`config.mk`:
```
export PLATFORM = sky130hd
export DESIGN_NAME = dns_query_question_parser_unit_flat
export DESIGN_NICKNAME = d
export VERILOG_FILES = /design/src/rtl/dnsqp_pkg.sv /design/src/rtl/dnsqp_if.sv /design/src/rtl/dnsqp_parser.sv /design/src/rtl/dns_query_question_parser_unit.sv /design/src/flat_wrapper.sv
export VERILOG_INCLUDE_DIRS = /design/src /design/src/rtl
export SDC_FILE = /design/constraint.sdc
export NUM_CORES = 1
export LEC_CHECK = 0
export BUFFER_PORTS_ARGS = -buffer_cell sky130_fd_sc_hd__buf_2
export CORE_ASPECT_RATIO = 0.75
export CORE_MARGIN = 2
export CORE_UTILIZATION = 28
export CTS_BUF_LIST = sky130_fd_sc_hd__clkbuf_4
export DETAILED_ROUTE_END_ITERATION = 8
export SETUP_SLACK_MARGIN = 0.02
export SLEW_MARGIN = 20
export SYNTH_ARGS = -nofsm -noshare
export SYNTH_HDL_FRONTEND = slang
export SYNTH_HIERARCHICAL = 1
export SYNTH_SLANG_ARGS = --single-unit
```
`constraint.sdc`:
```
create_clock -name clk -period 12.8 [get_ports clk]
set_input_delay 0.64 -clock clk [delete_from_list [all_inputs] [get_ports clk]]
set_output_delay 0.64 -clock clk [all_outputs]
set_load 0.01 [all_outputs]
```
`src/rtl/dns_query_question_parser_unit_defines.svh`:
```
// Assertion macros shared by the parser files.
`ifndef DNS_QUERY_QUESTION_PARSER_UNIT_DEFINES_SVH
`define DNS_QUERY_QUESTION_PARSER_UNIT_DEFINES_SVH

// The consequent must hold in the same cycle as the antecedent.
`define DNSQP_ASSERT_SAME(label, clk, rst, ante, cons) \
  label: assert property (@(posedge clk) disable iff (rst) (ante) |-> (cons)) \
    else $error("dnsqp check failed in the same cycle");

// The consequent must hold in the cycle after the antecedent.
`define DNSQP_ASSERT_NEXT(label, clk, rst, ante, cons) \
  label: assert property (@(posedge clk) disable iff (rst) (ante) |=> (cons)) \
    else $error("dnsqp check failed in the following cycle");

`endif

```
`src/rtl/dnsqp_pkg.sv`:
```
package dnsqp_pkg;

  // Longest dotted name that may be produced, dots included.
  localparam int MAX_NAME_LENGTH = 255;

  // Masks applied to the header flag word.
  localparam logic [15:0] QR_MASK      = 16'h8000;
  localparam logic [15:0] AA_MASK      = 16'h0400;
  localparam logic [15:0] TC_MASK      = 16'h0200;
  localparam logic [15:0] RD_MASK      = 16'h0100;
  localparam logic [15:0] RA_MASK      = 16'h0080;
  localparam logic [15:0] OPCODE_FIELD = 16'h7800;
  localparam logic [15:0] RCODE_FIELD  = 16'h000F;
  localparam int          OPCODE_LSB   = 11;

  localparam logic [7:0] DOT_CHAR = 8'h2E;

  // Result kinds.
  typedef enum logic [2:0] {
    KIND_HEADER    = 3'd0,
    KIND_CHAR      = 3'd1,
    KIND_QDONE     = 3'd2,
    KIND_REJECT    = 3'd3,
    KIND_MALFORMED = 3'd4
  } kind_t;

  // One result item.
  typedef struct packed {
    kind_t       kind;
    logic [15:0] message_id;
    logic [4:0]  flag_bits;
    logic [3:0]  operation_code;
    logic [3:0]  response_code;
    logic [15:0] question_count;
    logic [15:0] additional_count;
    logic [7:0]  name_char;
    logic [15:0] query_type;
    logic [15:0] query_class;
    logic        last_question;
  } result_t;

endpackage

```
`src/rtl/dnsqp_if.sv`:
```
// Packet byte channel.
interface dnsqp_in_if;
  logic       valid;
  logic       ready;
  logic [7:0] packet_byte;
  logic       end_of_packet;

  modport source (output valid, output packet_byte, output end_of_packet, input ready);
  modport sink (input valid, input packet_byte, input end_of_packet, output ready);
endinterface

// Result channel.
interface dnsqp_out_if;
  logic        valid;
  logic        ready;
  logic [2:0]  kind;
  logic [15:0] message_id;
  logic [4:0]  flag_bits;
  logic [3:0]  operation_code;
  logic [3:0]  response_code;
  logic [15:0] question_count;
  logic [15:0] additional_count;
  logic [7:0]  name_char;
  logic [15:0] query_type;
  logic [15:0] query_class;
  logic        last_question;

  modport source (
    output valid, input ready, output kind, output message_id, output flag_bits,
    output operation_code, output response_code, output question_count,
    output additional_count, output name_char, output query_type, output query_class,
    output last_question
  );
  modport sink (
    input valid, output ready, input kind, input message_id, input flag_bits,
    input operation_code, input response_code, input question_count,
    input additional_count, input name_char, input query_type, input query_class,
    input last_question
  );
endinterface

```
`src/rtl/dnsqp_parser.sv`:
```
`include "dns_query_question_parser_unit_defines.svh"

// Parse state and the per-byte step logic.
module dnsqp_parser (
  input  logic               clk,
  input  logic               rst,
  input  logic               step,
  input  logic [7:0]         pkt_byte,
  input  logic               eop,
  output logic               res_vld,
  output dnsqp_pkg::result_t res
);

  typedef enum logic [2:0] {
    PH_HEADER     = 3'd0,
    PH_HEADER_BAD = 3'd1,
    PH_LEN        = 3'd2,
    PH_DATA       = 3'd3,
    PH_TYPE       = 3'd4,
    PH_CLASS      = 3'd5
  } phase_t;

  phase_t      phase, phase_next;
  logic [3:0]  byte_pos, byte_pos_next;
  logic [7:0]  held_high, held_high_next;
  logic [15:0] saved_id, saved_id_next;
  logic [15:0] saved_flags, saved_flags_next;
  logic [15:0] questions_left, questions_left_next;
  logic [15:0] saved_additional, saved_additional_next;
  logic [7:0]  label_left, label_left_next;
  logic        first_label, first_label_next;
  logic [8:0]  name_len, name_len_next;
  logic [15:0] saved_qtype, saved_qtype_next;
  logic        skipping, skipping_next;

  logic [15:0] word;
  logic        emit_req;
  logic [7:0]  emit_c;

  assign word = {held_high, pkt_byte};

  // Next state and result for the byte on the input.
  always_comb begin
    phase_next            = phase;
    byte_pos_next         = byte_pos;
    held_high_next        = held_high;
    saved_id_next         = saved_id;
    saved_flags_next      = saved_flags;
    questions_left_next   = questions_left;
    saved_additional_next = saved_additional;
    label_left_next       = label_left;
    first_label_next      = first_label;
    name_len_next         = name_len;
    saved_qtype_next      = saved_qtype;
    skipping_next         = skipping;
    res                   = '0;
    res_vld               = 1'b0;
    emit_req              = 1'b0;
    emit_c                = '0;

    if (!skipping) begin
      unique case (phase)
        PH_HEADER, PH_HEADER_BAD: begin
          if (!byte_pos[0]) begin
            held_high_next = pkt_byte;
            byte_pos_next  = byte_pos + 4'd1;
          end else if (byte_pos == 4'd1) begin
            saved_id_next = word;
            byte_pos_next = byte_pos + 4'd1;
          end else if (byte_pos == 4'd3) begin
            saved_flags_next = word;
            byte_pos_next    = byte_pos + 4'd1;
          end else if (byte_pos == 4'd5) begin
            questions_left_next = word;
            byte_pos_next       = byte_pos + 4'd1;
          end else if (byte_pos == 4'd7 || byte_pos == 4'd9) begin
            // Answer and authority counts must both be zero.
            if (word != 16'd0) begin
              phase_next = PH_HEADER_BAD;
            end
            byte_pos_next = byte_pos + 4'd1;
          end else begin
            // Last header word: report the header.
            saved_additional_next = word;
            byte_pos_next         = '0;
            res_vld               = 1'b1;
            res.message_id        = saved_id;
            res.flag_bits = {(saved_flags & dnsqp_pkg::QR_MASK) != 16'd0,
                             (saved_flags & dnsqp_pkg::AA_MASK) != 16'd0,
                             (saved_flags & dnsqp_pkg::TC_MASK) != 16'd0,
                             (saved_flags & dnsqp_pkg::RD_MASK) != 16'd0,
                             (saved_flags & dnsqp_pkg::RA_MASK) != 16'd0};
            res.operation_code = 4'((saved_flags & dnsqp_pkg::OPCODE_FIELD)
                                    >> dnsqp_pkg::OPCODE_LSB);
            res.response_code    = 4'(saved_flags & dnsqp_pkg::RCODE_FIELD);
            res.question_count   = questions_left;
            res.additional_count = word;
            if (phase == PH_HEADER_BAD) begin
              res.kind      = dnsqp_pkg::KIND_REJECT;
              skipping_next = 1'b1;
            end else begin
              res.kind = dnsqp_pkg::KIND_HEADER;
              if (questions_left == 16'd0) begin
                skipping_next = 1'b1;
              end else begin
                phase_next       = PH_LEN;
                first_label_next = 1'b1;
                name_len_next    = '0;
                label_left_next  = '0;
              end
            end
          end
        end
        PH_LEN: begin
          if (pkt_byte == 8'd0) begin
            phase_next    = PH_TYPE;
            byte_pos_next = '0;
          end else begin
            label_left_next = pkt_byte;
            phase_next      = PH_DATA;
            if (!first_label) begin
              emit_req = 1'b1;
              emit_c   = dnsqp_pkg::DOT_CHAR;
            end
            first_label_next = 1'b0;
          end
        end
        PH_DATA: begin
          emit_req        = 1'b1;
          emit_c          = pkt_byte;
          label_left_next = label_left - 8'd1;
          if (label_left == 8'd1) begin
            phase_next = PH_LEN;
          end
        end
        PH_TYPE: begin
          if (!byte_pos[0]) begin
            held_high_next = pkt_byte;
            byte_pos_next  = 4'd1;
          end else begin
            saved_qtype_next = word;
            phase_next       = PH_CLASS;
            byte_pos_next    = '0;
          end
        end
        PH_CLASS: begin
          if (!byte_pos[0]) begin
            held_high_next = pkt_byte;
            byte_pos_next  = 4'd1;
          end else begin
            res_vld             = 1'b1;
            res.kind            = dnsqp_pkg::KIND_QDONE;
            res.query_type      = saved_qtype;
            res.query_class     = word;
            res.last_question   = (questions_left == 16'd1);
            byte_pos_next       = '0;
            questions_left_next = questions_left - 16'd1;
            if (questions_left == 16'd1) begin
              skipping_next = 1'b1;
            end else begin
              phase_next       = PH_LEN;
              first_label_next = 1'b1;
              name_len_next    = '0;
              label_left_next  = '0;
            end
          end
        end
        default: begin
          skipping_next = 1'b1;
        end
      endcase
    end

    // A name character, or malformed once the name limit is reached.
    if (emit_req) begin
      res_vld = 1'b1;
      if (name_len >= 9'(dnsqp_pkg::MAX_NAME_LENGTH)) begin
        res.kind      = dnsqp_pkg::KIND_MALFORMED;
        skipping_next = 1'b1;
      end else begin
        res.kind      = dnsqp_pkg::KIND_CHAR;
        res.name_char = emit_c;
        name_len_next = name_len + 9'd1;
      end
    end

    // The end of the packet: a packet cut short is malformed, then start afresh.
    if (eop) begin
      if (!skipping_next) begin
        res      = '0;
        res.kind = dnsqp_pkg::KIND_MALFORMED;
        res_vld  = 1'b1;
      end
      phase_next            = PH_HEADER;
      byte_pos_next         = '0;
      held_high_next        = '0;
      saved_id_next         = '0;
      saved_flags_next      = '0;
      questions_left_next   = '0;
      saved_additional_next = '0;
      label_left_next       = '0;
      first_label_next      = 1'b1;
      name_len_next         = '0;
      saved_qtype_next      = '0;
      skipping_next         = 1'b0;
    end
  end

  // State registers, advanced once per processed byte.
  always_ff @(posedge clk) begin
    if (rst) begin
      phase            <= PH_HEADER;
      byte_pos         <= '0;
      held_high        <= '0;
      saved_id         <= '0;
      saved_flags      <= '0;
      questions_left   <= '0;
      saved_additional <= '0;
      label_left       <= '0;
      first_label      <= 1'b1;
      name_len         <= '0;
      saved_qtype      <= '0;
      skipping         <= 1'b0;
    end else if (step) begin
      phase            <= phase_next;
      byte_pos         <= byte_pos_next;
      held_high        <= held_high_next;
      saved_id         <= saved_id_next;
      saved_flags      <= saved_flags_next;
      questions_left   <= questions_left_next;
      saved_additional <= saved_additional_next;
      label_left       <= label_left_next;
      first_label      <= first_label_next;
      name_len         <= name_len_next;
      saved_qtype      <= saved_qtype_next;
      skipping         <= skipping_next;
    end
  end

  // A processed end-of-packet byte leaves the parser ready for a new header.
  `DNSQP_ASSERT_NEXT(a_eop_restart, clk, rst, step && eop,
                     phase == PH_HEADER && byte_pos == 4'd0 && !skipping)
  // While a question is being parsed, at least one question is still owed.
  `DNSQP_ASSERT_SAME(a_question_owed, clk, rst,
                     !skipping && (phase == PH_LEN || phase == PH_DATA ||
                                   phase == PH_TYPE || phase == PH_CLASS),
                     questions_left != 16'd0)
  // The dotted name never grows past the limit.
  `DNSQP_ASSERT_SAME(a_name_limit, clk, rst, 1'b1,
                     name_len <= 9'(dnsqp_pkg::MAX_NAME_LENGTH))
  // A label in progress always has bytes left to read.
  `DNSQP_ASSERT_SAME(a_label_nonzero, clk, rst, !skipping && phase == PH_DATA,
                     label_left != 8'd0)

endmodule

```
`src/rtl/dns_query_question_parser_unit.sv`:
```
// DNS query header and question parser.
//
// The packet channel takes one packet byte per item, with end_of_packet set
// on the final byte. The result channel gives at most one item per byte: the
// unpacked header, a rejection, one dotted name character, a finished
// question with its type and class, or a malformed-packet report.
// Throughput is one byte per cycle while the result receiver keeps ready
// high. A byte is captured in the input register, then parsed into the
// result register once that register is free or being emptied. When the
// receiver stalls with a result waiting, one more byte is still taken into
// the input register; after that the packet channel holds ready low until
// the result is taken.
// Synchronous reset empties both registers and returns the parser to the
// start of a header.
module dns_query_question_parser_unit (
  input  logic clk,
  input  logic rst,
  dnsqp_in_if.sink    packet,
  dnsqp_out_if.source result
);

  logic               s1_vld;
  logic [7:0]         s1_byte;
  logic               s1_eop;
  logic               advance;
  logic               step_vld;
  dnsqp_pkg::result_t step_res;
  logic               out_vld;
  dnsqp_pkg::result_t out_q;

  // A buffered byte is parsed whenever the result register is free or emptying.
  assign advance      = s1_vld && (!out_vld || result.ready);
  assign packet.ready = !s1_vld || advance;

  // Input register.
  always_ff @(posedge clk) begin
    if (rst) begin
      s1_vld <= 1'b0;
    end else if (packet.ready) begin
      s1_vld <= packet.valid;
    end
  end

  always_ff @(posedge clk) begin
    if (packet.valid && packet.ready) begin
      s1_byte <= packet.packet_byte;
      s1_eop  <= packet.end_of_packet;
    end
  end

  dnsqp_parser u_parser (
    .clk      (clk),
    .rst      (rst),
    .step     (advance),
    .pkt_byte (s1_byte),
    .eop      (s1_eop),
    .res_vld  (step_vld),
    .res      (step_res)
  );

  // Result register.
  always_ff @(posedge clk) begin
    if (rst) begin
      out_vld <= 1'b0;
    end else if (advance) begin
      out_vld <= step_vld;
    end else if (result.ready) begin
      out_vld <= 1'b0;
    end
  end

  always_ff @(posedge clk) begin
    if (advance && step_vld) begin
      out_q <= step_res;
    end
  end

  assign result.valid            = out_vld;
  assign result.kind             = out_q.kind;
  assign result.message_id       = out_q.message_id;
  assign result.flag_bits        = out_q.flag_bits;
  assign result.operation_code   = out_q.operation_code;
  assign result.response_code    = out_q.response_code;
  assign result.question_count   = out_q.question_count;
  assign result.additional_count = out_q.additional_count;
  assign result.name_char        = out_q.name_char;
  assign result.query_type       = out_q.query_type;
  assign result.query_class      = out_q.query_class;
  assign result.last_question    = out_q.last_question;

endmodule
```
`src/flat_wrapper.sv`:
```
// flat-port wrapper written by rule: the top's interface ports become plain ports
module dns_query_question_parser_unit_flat 
  (clk, rst, packet_valid, packet_packet_byte, packet_end_of_packet, packet_ready, result_valid, result_ready, result_kind, result_message_id, result_flag_bits, result_operation_code, result_response_code, result_question_count, result_additional_count, result_name_char, result_query_type, result_query_class, result_last_question);
  dnsqp_in_if packet_i ();
  dnsqp_out_if result_i ();
  input  logic clk;
  input  logic rst;
  input wire logic [$bits(packet_i.valid)-1:0] packet_valid;
  input wire logic [$bits(packet_i.packet_byte)-1:0] packet_packet_byte;
  input wire logic [$bits(packet_i.end_of_packet)-1:0] packet_end_of_packet;
  output wire logic [$bits(packet_i.ready)-1:0] packet_ready;
  output wire logic [$bits(result_i.valid)-1:0] result_valid;
  input wire logic [$bits(result_i.ready)-1:0] result_ready;
  output wire logic [$bits(result_i.kind)-1:0] result_kind;
  output wire logic [$bits(result_i.message_id)-1:0] result_message_id;
  output wire logic [$bits(result_i.flag_bits)-1:0] result_flag_bits;
  output wire logic [$bits(result_i.operation_code)-1:0] result_operation_code;
  output wire logic [$bits(result_i.response_code)-1:0] result_response_code;
  output wire logic [$bits(result_i.question_count)-1:0] result_question_count;
  output wire logic [$bits(result_i.additional_count)-1:0] result_additional_count;
  output wire logic [$bits(result_i.name_char)-1:0] result_name_char;
  output wire logic [$bits(result_i.query_type)-1:0] result_query_type;
  output wire logic [$bits(result_i.query_class)-1:0] result_query_class;
  output wire logic [$bits(result_i.last_question)-1:0] result_last_question;
  assign packet_i.valid = packet_valid;
  assign packet_i.packet_byte = packet_packet_byte;
  assign packet_i.end_of_packet = packet_end_of_packet;
  assign packet_ready = packet_i.ready;
  assign result_valid = result_i.valid;
  assign result_i.ready = result_ready;
  assign result_kind = result_i.kind;
  assign result_message_id = result_i.message_id;
  assign result_flag_bits = result_i.flag_bits;
  assign result_operation_code = result_i.operation_code;
  assign result_response_code = result_i.response_code;
  assign result_question_count = result_i.question_count;
  assign result_additional_count = result_i.additional_count;
  assign result_name_char = result_i.name_char;
  assign result_query_type = result_i.query_type;
  assign result_query_class = result_i.query_class;
  assign result_last_question = result_i.last_question;
  dns_query_question_parser_unit u_core (.clk(clk), .rst(rst), .packet(packet_i), .result(result_i));
endmodule
```
==> impl_metrics.csv <==
group,metric,value,unit
global_route,antenna_found_initial,2,
clock_tree,post_cts_resized,0,
layout,syn_to_final_growth,17.50,%
synthesis,syn_inst,896,
setup_path,critPathLaunchType,"flip-flop",
timing,max_freq,212.3,MHz
detailed_routing,vias_per_cell,5.108,
timing,setup-tns-final,0,ns
timing,period_needed,4.710,ns
clock_tree,cts_num_sinks,211,
die,io_pins,120,
die,initial_utilization,28.36,%
detailed_routing,routed_wl,28.11,mm
run_status,status,"completed",
timing,final-max-slew-violation-count,0,
setup_path,required,13.07,ns
clock_tree,root_buffer,"clkbuf_4",
global_route,grt_use_total,15.37,%
flow_run,cap_viol_max_count,0,
pwr,power.switching,0.0003672,W
synthesis,yosysWarnings,6,
clock_tree,cts_setup_buffers,0,
layout,stdcell_area,11150,sq um
pwr,powerDensity,128.9,nW/um^2
global_route,grt_pass1_wl,41.99,mm
detailed_routing,detail_route.first_pass.iterations,7,
pwr,switching_share,25.55,%
placement,dp_hpwl,18.85,mm
setup_path,critPathArrivalTime,4.98,ns
pwr,clkPwrFrac,40.3,%
synthesis,ys.flop_type,"edfxtp_1",
synthesis,synth-simple-area-share,20.93,%
synthesis,avgSynthCellArea,10.59,sq um
layout,drive_gt1_share,23.66,%
synthesis,synth_seq_cells,211,
synthesis,synth_compound_area_share,12.05,%
synthesis,synthAdderAreaFrac,1.187,%
pwr,ir_drop,0.04279,mV
timing,relSlewSlack,26.77,%
die,dieHeight,163.4,um
pwr,p_comb_share,7.9,%
clock_tree,cts.path.max_buffers,3,
clock_tree,insertion_delay,0.66,ns
detailed_routing,drtAntennaViolNets,0,
synthesis,syn_nets,918,
detailed_routing,drc,0,
timing,hold_viol_final,0,
pwr,internal_power,0.001070,W
layout,final_nets,1039,
layout,layout.cells.non_filler,1512,
placement,gp_congestion,0.9121,
die,die_x,216.5,um
synthesis,synth_xor_area_share,0.4616,%
die,die-area,35380,sq um
pwr,seqPwrFrac,51.8,%
global_route,grt_max_degree,106,
clock_tree,hold_buffers,0,
clock_tree,cts_tree,"done",
placement,dpl_cell_area,10430,sq um
detailed_routing,drt_iter0_markers,948,
die,core-area,33450,sq um
global_route,grt_pass1_vias,7026,
timing,worstMarginPinSlew,1.099,ns
synthesis,async_reset_ff_share,0,%
die,fp-row-count,58,
synthesis,synth_area_leaders,"edfxtp_1, dfxtp_1, and3_1, mux2i_1, nor2_1",
timing,rsz0062_at_grt,"no",
timing,finalCritPeriodShare,36.79,%
worst_hold_path,hold_path_class,"in -> reg",
synthesis,seq_area_frac_synth,56.55,%
synthesis,synth.most_common_cell,"edfxtp_1",
timing,finalSetupViolCount,0,
timing,clock-skew-final,0.02567,ns
synthesis,synthMuxAreaShare,4.643,%
clock_tree,cts_made_buffers,53,
synthesis,syn-cell-area,9487,sq um
placement,placedCellCount,1412,
clock_tree,htreeDepth,2,
global_route,overflow,0,
synthesis,synth_area_leader_cell,"edfxtp_1",
detailed_routing,num_vias,7723,
setup_path,cp-end-kind,"flip-flop",
synthesis,yosys.area.top_type_share,36.09,%
synthesis,synth_edf_count,114,
timing,hold_slack,0.1971,ns
detailed_routing,wl_per_cell,18.59,um
setup_path,worstSetupPathType,"reg -> reg",
pwr,power.leakage,4.547,nW
clock_tree,clkTransAtPathRegs,0.06,ns
synthesis,synth_commonest_cells,"edfxtp_1, dfxtp_1, and3_1",
synthesis,synth.distinct_cells,66,
setup_path,path_max_fanout,105,
placement,portBuffers,119,
synthesis,synth_top_family_by_area,"simple AND/OR/NAND/NOR gates",
[path summary, 6_finish.rpt]
| path | slack, ns | startpoint | cells after the start | end |
|---|---|---|---|---|
| worst max-delay path | 8.09 | u_core/u_parser/phase[2]$_SDFFE_PP0P_ | 11 | u_core/result.query_class[14]$_DFFE_PP_ |
| worst min-delay path | 0.20 | packet_end_of_packet | 1 | u_core/s1_eop$_DFFE_PP_ |
| worst max register to register | 8.09 | u_core/u_parser/phase[2]$_SDFFE_PP0P_ | 11 | u_core/result.query_class[14]$_DFFE_PP_ |
| worst min register to register | 0.48 | u_core/u_parser/saved_id[11]$_SDFFE_PP0P_ | 2 | u_core/u_parser/saved_id[11]$_SDFFE_PP0P_ |
[power by group through the flow]
| stage | sequential, W | combinational (W) | clock [W] |
|---|---|---|---|
| global placement | 0.000759 | 0.000112 | 0 |
| detailed placement | 0.000759 | 0.000112 | 0 |
| global route | 0.000746 | 0.000124 | 0.000632 |
| floorplan | 0.000761 | 0.0000716 | 0 |
| finish | 0.000744 | 0.000114 | 0.000579 |
| CTS | 0.000744 | 0.000113 | 0.000598 |
[stage by stage]
step           utilization (%)  setup slack, ns  power [W]
6_report                 33.32            8.090   0.001437
5_1_grt                  33.32            7.775   0.001503
4_1_cts                  33.27            8.175   0.001455
3_5_place_dp             31.18            8.226  0.0008716
3_3_place_gp             31.18            8.181  0.0008709
2_1_floorplan                -            5.575  0.0008325
[critical path: stages, from the launching register on]
cell       delay [ns]
dfxtp_1          0.69
nand3b_2         0.51
nand3_1          0.23
a21oi_1          0.07
o2111ai_1        0.32
nand4_1          0.14
buf_4            0.43
nand3_1          0.22
nand2_1          0.12
nor2b_4          0.39
buf_4            0.52
buf_4            0.64
[area by class of cell]
| type | instances | area, sq um |
|---|---|---|
| diodes | 1 | 2.502 |
| clock buffers | 86 | 645.6 |
| clock inverters | 13 | 55.05 |
| fillers | 3452 | 22310 |
| inverters | 18 | 67.56 |
| multi-input cells | 601 | 3755 |
| flip-flops and latches | 211 | 5365 |
| well taps | 450 | 563.0 |
| repair buffers | 132 | 693.2 |
[routing by layer]
| layer | GRT usage [%] | part of all wire, % | wire, um | vias to the layer above |
|---|---|---|---|---|
| met5 | 0 | 0 | 0 | - |
| met4 | 3.736 | 0.98 | 276 | 0 |
| met3 | 5.140 | 11 | 3099 | 29 |
| met2 | 20.48 | 40 | 11200 | 390 |
| met1 | 23.37 | 48 | 13530 | 3723 |
| li1 | - | - | - | 3581 |
[cells in the final DEF, fill, tap and decap left out, drive strengths merged, types with 8 or more instances in the layout]
master	synthesis	final
and3	96	96
clkbuf	57	86
o211ai	10	10
clkinv	0	10
ha	9	9
nand2b	9	9
nor2b	19	19
mux2i	44	44
o21ai	49	49
a21oi	54	54
nor2	88	88
nand2	46	46
dfxtp	97	97
nand3b	8	8
nand3	17	17
inv	18	20
nor4	13	13
or2	8	8
nor3	21	21
buf	9	132
nor3b	10	10
edfxtp	114	114
a31oi	8	8
[registers in the layout (all words and copies together) (netlist names), 9 cells and up]
register / cells
u_core/result.additional_count: 16
u_core/result.message_id: 16
u_core/result.query_class: 16
u_core/result.query_type: 16
u_core/result.question_count: 16
u_core/u_parser/name_len: 9
u_core/u_parser/questions_left: 16
u_core/u_parser/saved_flags: 13
u_core/u_parser/saved_id: 16
u_core/u_parser/saved_qtype: 16
[cell families (layout without fill, tap and decap cells)]
family / count (synthesis) / in the layout
compound gates: 179 / 179
xor+xnor: 5 / 5
fa+ha+maj: 9 / 9
buf+inv: 84 / 249
flops: 211 / 211
mux: 44 / 44
other cells: 0 / 1
simple gates: 364 / 364
Power figures use the tool's default switching activity.
